## config.mk

```make
export PLATFORM = sky130hd
export DESIGN_NAME = twi_ctrl
export DESIGN_NICKNAME = d
export VERILOG_FILES = /design/src/twi_pkg.sv /design/src/twi_ctrl.sv
export SDC_FILE = /design/constraint.sdc
export NUM_CORES = 1
export LEC_CHECK = 0
export BUFFER_PORTS_ARGS = -buffer_cell sky130_fd_sc_hd__buf_4
export CORE_AREA = 4 4 60 62
export DETAILED_ROUTE_END_ITERATION = 10
export DIE_AREA = 0 0 64 66
export MAX_ROUTING_LAYER = met4
export PLACE_DENSITY_LB_ADDON = 0.1
export SYNTH_ARGS = -nofsm -noshare
export SYNTH_HDL_FRONTEND = slang
export SYNTH_SLANG_ARGS = --single-unit
```

## constraint.sdc

```tcl
create_clock -name clk -period 5.3 [get_ports clk]
set_input_delay 0.795 -clock clk [delete_from_list [all_inputs] [get_ports clk]]
set_output_delay 0.795 -clock clk [all_outputs]
set_load 0.05 [all_outputs]
```

## src/twi_pkg.sv

```systemverilog
// ----------------------------------------------------------------------------
// twi_pkg - shared types and constants of the timed waypoint interpolator
// Status codes, controller states, and the command and status bundles that
// pass between the controller and the datapath.
// ----------------------------------------------------------------------------
package twi_pkg;

  localparam int MAX_WAYPOINTS_DEF = 64;
  localparam logic [31:0] SPEED_RESET = 32'd327680;  // 5.0 in Q16.16
  localparam logic [47:0] TIME_MAX = 48'hFFFF_FFFF_FFFF;

  // last step values and step counts of the multi-cycle units
  localparam logic [5:0] AXIS_LAST = 6'd3;
  localparam logic [5:0] SQRT_LAST = 6'd33;
  localparam logic [5:0] DIV_DUR_STEPS = 6'd50;
  localparam logic [5:0] DIV_FRAC_STEPS = 6'd31;

  typedef enum logic [2:0] {
    ST_IDLE     = 3'd0,
    ST_MOVING   = 3'd1,
    ST_FINISHED = 3'd2,
    ST_STORED   = 3'd3,
    ST_FULL     = 3'd4
  } status_t;

  typedef enum logic [1:0] {
    RD_PREV,
    RD_NEXT,
    RD_SEG
  } rd_sel_t;

  typedef enum logic [4:0] {
    S_IDLE,
    S_LD_CHK,
    S_LD_LAT,
    S_LD_MAG,
    S_LD_SQ,
    S_LD_SQRT_INIT,
    S_LD_SQRT,
    S_LD_DIV_START,
    S_LD_DIV,
    S_LD_COMMIT,
    S_TK_CHK,
    S_TK_EL,
    S_TK_RD,
    S_TK_CMP,
    S_TK_F0,
    S_TK_F1,
    S_TK_F2,
    S_TK_FRAC,
    S_TK_DIV,
    S_TK_MUL,
    S_DONE
  } state_t;

  typedef struct packed {
    logic    capture;
    logic    clear_path;
    logic    wr_point;
    logic    commit;
    logic    inc_count;
    rd_sel_t rd_sel;
    logic    lat_a;
    logic    lat_mag;
    logic    mag_from_in;
    logic    step_clr;
    logic    step_inc;
    logic    sq_step;
    logic    mul_step;
    logic    sqrt_init;
    logic    sqrt_step;
    logic    div_dur;
    logic    div_frac;
    logic    frac_set;
    logic    frac_div;
    logic    tick_start;
    logic    lat_el;
    logic    seg_inc;
    logic    set_status;
    status_t status_code;
    logic    out_load;
  } cmd_t;

  typedef struct packed {
    logic       req_type;
    logic       full;
    logic       count_zero;
    logic       count_one;
    logic       seg_last;
    logic       passed;
    logic       need_div;
    logic       div_busy;
    logic       out_free;
    logic [5:0] step;
  } stat_t;

endpackage

```

## src/twi_ctrl.sv

```systemverilog
// ----------------------------------------------------------------------------
// twi_ctrl - sequencing state machine of the timed waypoint interpolator
// Walks a load through distance, square root and division, and a tick through
// segment advance, fraction and interpolation.
// ----------------------------------------------------------------------------
module twi_ctrl (
  input  logic           clk,
  input  logic           rst,
  input  logic           in_valid,
  output logic           in_ready,
  input  logic           req_type,
  input  twi_pkg::stat_t stat,
  output twi_pkg::cmd_t  cmd
);

  twi_pkg::state_t state;
  twi_pkg::state_t state_next;

  always_ff @(posedge clk) begin
    if (rst) begin
      state <= twi_pkg::S_IDLE;
    end else begin
      state <= state_next;
    end
  end

  assign in_ready = state == twi_pkg::S_IDLE;

  always_comb begin
    state_next = state;
    case (state)
      twi_pkg::S_IDLE: begin
        if (in_valid) begin
          state_next = req_type ? twi_pkg::S_TK_CHK : twi_pkg::S_LD_CHK;
        end
      end
      twi_pkg::S_LD_CHK: begin
        if (stat.full || stat.count_zero) begin
          state_next = twi_pkg::S_DONE;
        end else begin
          state_next = twi_pkg::S_LD_LAT;
        end
      end
      twi_pkg::S_LD_LAT:       state_next = twi_pkg::S_LD_MAG;
      twi_pkg::S_LD_MAG:       state_next = twi_pkg::S_LD_SQ;
      twi_pkg::S_LD_SQ: begin
        if (stat.step == twi_pkg::AXIS_LAST) begin
          state_next = twi_pkg::S_LD_SQRT_INIT;
        end
      end
      twi_pkg::S_LD_SQRT_INIT: state_next = twi_pkg::S_LD_SQRT;
      twi_pkg::S_LD_SQRT: begin
        if (stat.step == twi_pkg::SQRT_LAST) begin
          state_next = twi_pkg::S_LD_DIV_START;
        end
      end
      twi_pkg::S_LD_DIV_START: state_next = twi_pkg::S_LD_DIV;
      twi_pkg::S_LD_DIV: begin
        if (!stat.div_busy) begin
          state_next = twi_pkg::S_LD_COMMIT;
        end
      end
      twi_pkg::S_LD_COMMIT:    state_next = twi_pkg::S_DONE;
      twi_pkg::S_TK_CHK: begin
        if (stat.count_zero || stat.count_one) begin
          state_next = twi_pkg::S_DONE;
        end else begin
          state_next = twi_pkg::S_TK_EL;
        end
      end
      twi_pkg::S_TK_EL:        state_next = twi_pkg::S_TK_RD;
      twi_pkg::S_TK_RD: begin
        state_next = stat.seg_last ? twi_pkg::S_DONE : twi_pkg::S_TK_CMP;
      end
      twi_pkg::S_TK_CMP: begin
        state_next = stat.passed ? twi_pkg::S_TK_RD : twi_pkg::S_TK_F0;
      end
      twi_pkg::S_TK_F0:        state_next = twi_pkg::S_TK_F1;
      twi_pkg::S_TK_F1:        state_next = twi_pkg::S_TK_F2;
      twi_pkg::S_TK_F2:        state_next = twi_pkg::S_TK_FRAC;
      twi_pkg::S_TK_FRAC: begin
        state_next = stat.need_div ? twi_pkg::S_TK_DIV : twi_pkg::S_TK_MUL;
      end
      twi_pkg::S_TK_DIV: begin
        if (!stat.div_busy) begin
          state_next = twi_pkg::S_TK_MUL;
        end
      end
      twi_pkg::S_TK_MUL: begin
        if (stat.step == twi_pkg::AXIS_LAST) begin
          state_next = twi_pkg::S_DONE;
        end
      end
      twi_pkg::S_DONE: begin
        if (stat.out_free) begin
          state_next = twi_pkg::S_IDLE;
        end
      end
      default: state_next = twi_pkg::S_IDLE;
    endcase
  end

  always_comb begin
    cmd = '0;
    cmd.rd_sel = twi_pkg::RD_PREV;
    cmd.status_code = twi_pkg::ST_IDLE;
    case (state)
      twi_pkg::S_IDLE: begin
        cmd.capture = in_valid;
      end
      twi_pkg::S_LD_CHK: begin
        cmd.set_status = stat.full || stat.count_zero;
        if (stat.full) begin
          cmd.status_code = twi_pkg::ST_FULL;
        end else begin
          cmd.wr_point = 1'b1;
          cmd.status_code = twi_pkg::ST_STORED;
          cmd.inc_count = stat.count_zero;
        end
      end
      twi_pkg::S_LD_LAT: begin
        cmd.lat_a = 1'b1;
      end
      twi_pkg::S_LD_MAG: begin
        cmd.lat_mag = 1'b1;
        cmd.mag_from_in = 1'b1;
        cmd.step_clr = 1'b1;
      end
      twi_pkg::S_LD_SQ: begin
        cmd.sq_step = 1'b1;
        cmd.step_inc = 1'b1;
      end
      twi_pkg::S_LD_SQRT_INIT: begin
        cmd.sqrt_init = 1'b1;
        cmd.step_clr = 1'b1;
      end
      twi_pkg::S_LD_SQRT: begin
        cmd.sqrt_step = 1'b1;
        cmd.step_inc = 1'b1;
      end
      twi_pkg::S_LD_DIV_START: begin
        cmd.div_dur = 1'b1;
      end
      twi_pkg::S_LD_COMMIT: begin
        cmd.commit = 1'b1;
        cmd.inc_count = 1'b1;
        cmd.set_status = 1'b1;
        cmd.status_code = twi_pkg::ST_STORED;
      end
      twi_pkg::S_TK_CHK: begin
        if (stat.count_zero) begin
          cmd.set_status = 1'b1;
          cmd.status_code = twi_pkg::ST_IDLE;
        end else if (stat.count_one) begin
          cmd.clear_path = 1'b1;
          cmd.set_status = 1'b1;
          cmd.status_code = twi_pkg::ST_FINISHED;
        end else begin
          cmd.tick_start = 1'b1;
        end
      end
      twi_pkg::S_TK_EL: begin
        cmd.lat_el = 1'b1;
      end
      twi_pkg::S_TK_RD: begin
        cmd.rd_sel = twi_pkg::RD_NEXT;
        if (stat.seg_last) begin
          cmd.clear_path = 1'b1;
          cmd.set_status = 1'b1;
          cmd.status_code = twi_pkg::ST_FINISHED;
        end
      end
      twi_pkg::S_TK_CMP: begin
        cmd.seg_inc = stat.passed;
      end
      twi_pkg::S_TK_F0: begin
        cmd.rd_sel = twi_pkg::RD_SEG;
      end
      twi_pkg::S_TK_F1: begin
        cmd.lat_a = 1'b1;
        cmd.rd_sel = twi_pkg::RD_NEXT;
      end
      twi_pkg::S_TK_F2: begin
        cmd.lat_mag = 1'b1;
      end
      twi_pkg::S_TK_FRAC: begin
        if (stat.need_div) begin
          cmd.div_frac = 1'b1;
        end else begin
          cmd.frac_set = 1'b1;
          cmd.step_clr = 1'b1;
        end
      end
      twi_pkg::S_TK_DIV: begin
        if (!stat.div_busy) begin
          cmd.frac_div = 1'b1;
          cmd.step_clr = 1'b1;
        end
      end
      twi_pkg::S_TK_MUL: begin
        cmd.mul_step = 1'b1;
        cmd.step_inc = 1'b1;
        if (stat.step == twi_pkg::AXIS_LAST) begin
          cmd.set_status = 1'b1;
          cmd.status_code = twi_pkg::ST_MOVING;
        end
      end
      twi_pkg::S_DONE: begin
        cmd.out_load = stat.out_free;
      end
      default: begin
      end
    endcase
  end

endmodule
```

After elaboration in Yosys (flattened, before gate mapping)
Cells that the tools add are included.

operators by class
  equality and inequality tests = 29
  muxes and demuxes = 52
  reductions and logical operators = 9

operator list
  kind                                                              number
  5-bit case mux with 21 select lines                               1
  5-bit 2-to-1 mux                                                  10
  5-bit by 4-bit == test with 1-bit output (second input constant)  8
  1-bit 2-to-1 mux                                                  28
  5-bit == test (second input constant)                             5
  5-bit by 3-bit == test with 1-bit output (second input constant)  4
  4-bit 2-to-1 mux                                                  5
  4-bit case mux with 5 select lines                                1
  2-bit != test (second input constant)                             7
  5-bit by 2-bit == test with 1-bit output (second input constant)  2
  2-bit OR reduction                                                4
  7-bit AND reduction                                               1
  6-bit by 2-bit == test with 1-bit output (second input constant)  1
  6-bit == test (second input constant)                             1
  5-bit by 1-bit == test with 1-bit output (second input constant)  1
  5-bit zero test                                                   1
  2-bit 2-to-1 mux                                                  2
  1-bit case mux with 2 select lines                                2
  2-bit case mux with 2 select lines                                1
  3-bit 2-to-1 mux                                                  1
  1-bit case mux with 3 select lines                                1
  3-bit OR reduction                                                1
  1-bit logical OR                                                  2

word-level totals
  bits in registers = 5
  bits of input ports = 19
  output and inout bits = 29
  logic and storage cells = 91

Depth between registers and ports, before layout
  depth in word-level cells = 3
  depth in mapped cells = 7
  gate-level depth less buffers = 5

Worst setup path before layout
OpenSTA, ideal clock, no wires.

  kind = flip-flop to output port
  start point = register state[2]
  end point = output cmd[2] (netlist bit)
  arrival = 2729 ps
  required time = 4505 ps
  setup slack = 1776 ps
  cell stages (with the launch flop) = 5
  cells stage by stage = dfxtp_1 -> or3b_4 -> or2_1 -> o31ai_1 -> or3_1

RTL lines
  element                   line            text
  start: declaration        twi_ctrl.sv:16  twi_pkg::state_t state;
  start signal: assignment  twi_ctrl.sv:21  state <= twi_pkg::S_IDLE;
  start signal: assignment  twi_ctrl.sv:23  state <= state_next;
  end: declaration          twi_ctrl.sv:13  output twi_pkg::cmd_t cmd

==> impl_metrics.py <==
metrics = {
    "synthesis": {
        "syn_avg_cell_area_um2": 6.52,
        "syn_nets": 156,
        "synth_edf_count": 0,
        "syn_inst": 137,
        "synth-async-reset-ratio_pct": 0,
        "yosys-top-cells-count": "20 x nor2_1, 10 x nand2_1, 8 x nand2b_1, 8 x nor3_1",
        "yosysWarnings": 0,
        "ys_types": 44,
        "syn-cell-area_um2": 893,
        "synth-main-ff-cell": "dfxtp_1",
        "yosysMostFrequentCell": "nor2_1",
        "yosysTopAreaCellShare_pct": 11.2,
        "yosysTopAreaCell": "dfxtp_1",
        "synth_seq_cells": 5,
        "ys_seq_area_share_pct": 11.2,
        "yosys-top-cells-area": "dfxtp_1 11%, nor2_1 8.4%, nand2b_1 5.6%, mux2i_1 4.5%, nor3_1 4.5%",
    },
    "cells_and_area": {
        "largestRegisters": "state (5)",
        "largest_register_ffs": 5,
        "drive_gt1_share_pct": 32.2,
        "fillCellCount": 341,
        "nets": 197,
        "n_antenna_cell": 0,
        "syn2layout_area_growth_pct": 42.9,
        "top_register": "state",
    },
    "power_and_ir_drop": {
        "leakage_nw": 0.557,
        "switching_power_uw": 283,
        "peakVddDrop_mv": 0.169,
        "powerDensity_nw_per_um2": 383,
        "seqPwrFrac_pct": 19.6,
        "p_int_uw": 206,
        "p_comb_share_pct": 71.6,
        "sw_frac_of_total_pct": 57.9,
        "clock_power_share_pct": 8.8,
    },
    "critical_path": {
        "arrival_ns": 2.53,
        "cp-endpoint": "cmd[17]",
        "r2r_cells": 5,
        "path_max_fanout": 25,
        "slowest_delay_ns": 0.86,
        "path_depth": 4,
        "r2r_start": "state[4]",
        "path_buf_inv": 1,
        "endpoint_kind": "output port",
        "cp_cell_sequence": "or3b_2, nor3_1, o21bai_1, buf_4",
        "cp.required_ns": 4.51,
        "path_class": "reg -> out",
        "crit_slowest_cell": "dfxtp_1",
        "worst_setup_path_start_kind": "register",
        "crit_path_start": "state[4]",
        "r2r_setup_slack_ns": 2.92,
        "timing.rr.end": "state[2]",
        "cpLargestDelayFamily": "simple AND/OR/NAND/NOR gates",
    },
    "global_routing": {
        "grt_max_degree": 26,
        "grt_overflow": 0,
        "antenna_found_initial": 0,
        "grt_pass1_wl_um": 5550,
        "grt_pass1_vias": 1156,
        "grtUsageTotal_pct": 16.5,
    },
    "min_path": {
        "hold_class": "reg -> reg",
    },
    "run": {
        "drv_cap": 0,
    },
    "placed_design": {
        "gp_congestion": 0.844,
        "dp_slack_ns": 2.28,
        "port_buffers": 46,
        "dp_hpwl_um": 2540,
    },
    "timing": {
        "fin_worst_skew_ns": 0.00212,
        "tns_ns": 0,
        "drv_slew": 0,
        "setup_violations": 0,
        "relSlewSlack_pct": 44.4,
        "hold_viol": 0,
        "rsz0062_at_grt": "no",
        "tightest_slew_ns": 0.833,
        "post-route-period-util_pct": 62.7,
        "max_freq_mhz": 301,
        "period_needed_ns": 3.32,
        "fin_ws_ns": 1.98,
    },
    "clock_network": {
        "clkTransAtPathRegs_ns": 0.04,
        "cts.sinks": 5,
        "cts_buffers": 3,
        "ctsHoldBuffers": 0,
        "cts.repair.resized": 0,
        "cts_setup_buffers": 0,
        "cts_max_level": 1,
        "cts.path.max_buffers": 2,
        "cts_root_buffer": "clkbuf_4",
        "cts_tree": "yes",
        "worstSkewPairLatency_ns": 0.24,
    },
    "floorplan": {
        "core_area_um2": 3030,
        "start_util_pct": 29.5,
        "die_w_um": 64,
        "dieArea_um2": 4220,
        "die_y_um": 66,
        "std_cell_rows": 20,
        "pin_count": 48,
    },
    "routing": {
        "postRouteAntennaNets": 0,
        "first_pass_iters": 4,
        "viasPerCell": 5.30,
        "drt_wl_total_um": 3340,
        "wl_per_cell_um": 15.1,
        "drc_errors": 0,
        "vias": 1171,
        "drtIter0Drc": 64,
    },
    "status": {
        "outcome": "complete, no violations",
    },
}
cells in the final DEF, fill, tap and decap left out, drive strengths merged, types with 2 or more instances in the layout:
master,count
buf,46
nor2,20
nand2,10
nand2b,8
nor3,8
or3,6
a21oi,6
dfxtp,5
nand3,5
nor2b,4
inv,4
nand3b,4
mux2i,4
o21ai,4
clkbuf,4
xnor2,3
or3b,3
or2,3
nor4b,2
o22ai,2
and3,2
a21o,2
o21bai,2
mux2,2
o32ai,2
a31oi,2
routing by layer:
metal  vias up  global-route usage, %  wire (um)
met2        36                   29.0       1680
met1       548                   20.9       1470
met4         0                   3.23          0
met3         0                   1.19        180
li1        587                      -          -
met5         -                      -          0
area by class of cell:
| cell class | instances | area, um^2 | share of cell area [%] |
|---|---|---|---|
| tap | 44 | 55.1 | 4.31 |
| inverter | 4 | 15.0 | 1.18 |
| sequential | 5 | 100 | 7.84 |
| multi-input combinational | 118 | 734 | 57.5 |
| timing repair buffer | 46 | 345 | 27.1 |
| clock buffer | 4 | 26.3 | 2.06 |
cell families (layout without fill, tap and decap cells):
family / count (synthesis) / in the layout / synth area share [%]
AO/OA/AOI/OAI: 30 / 30 / 23.5
multiplexers: 6 / 6 / 7.00
XOR/XNOR: 3 / 3 / 2.94
flip-flops: 5 / 5 / 11.2
AND/OR/NAND/NOR: 79 / 79 / 48.7
buffers and inverters: 14 / 54 / 6.58
power groups by stage:
| stage | sequential, mW | combinational, mW | clock, mW |
|---|---|---|---|
| finish | 0.0956 | 0.350 | 0.0431 |
| CTS | 0.0942 | 0.353 | 0.0458 |
| floorplan | 0.0568 | 0.294 | 0 |
| global placement | 0.0940 | 0.349 | 0 |
| detailed placement | 0.0944 | 0.353 | 0 |
| global route | 0.0998 | 0.381 | 0.0469 |
worst min path at each step:
stage / startpoint / endpoint / slack (ns) / cells past startpoint
2_1_floorplan: state[1] / state[1] / 0.68 / 3
3_3_place_gp: state[1] / state[1] / 0.73 / 2
3_5_place_dp: state[1] / state[1] / 0.73 / 2
4_1_cts: state[1] / state[1] / 0.74 / 2
5_1_grt: state[1] / state[1] / 0.80 / 2
6_report: state[1] / state[1] / 0.75 / 2
stage by stage:
step                      hold slack, ns  utilization (%)  cells  instance area [um^2]  total power [mW]
after floorplan                    0.685                -    137                   893             0.350
after global placement             0.733             41.3    217                  1250             0.443
after detailed placement           0.733             41.3    217                  1250             0.447
after CTS                          0.740             42.1    221                  1280             0.493
after global routing               0.804             42.1    221                  1280             0.527
final                              0.753             42.1    221                  1280             0.489
tightest hold or removal path, stage by stage (launching register included):
cell      delay, ns
dfxtp_1        0.49
nand2b_1       0.15
mux2i_1        0.06
(Power assumes the default switching activity.)
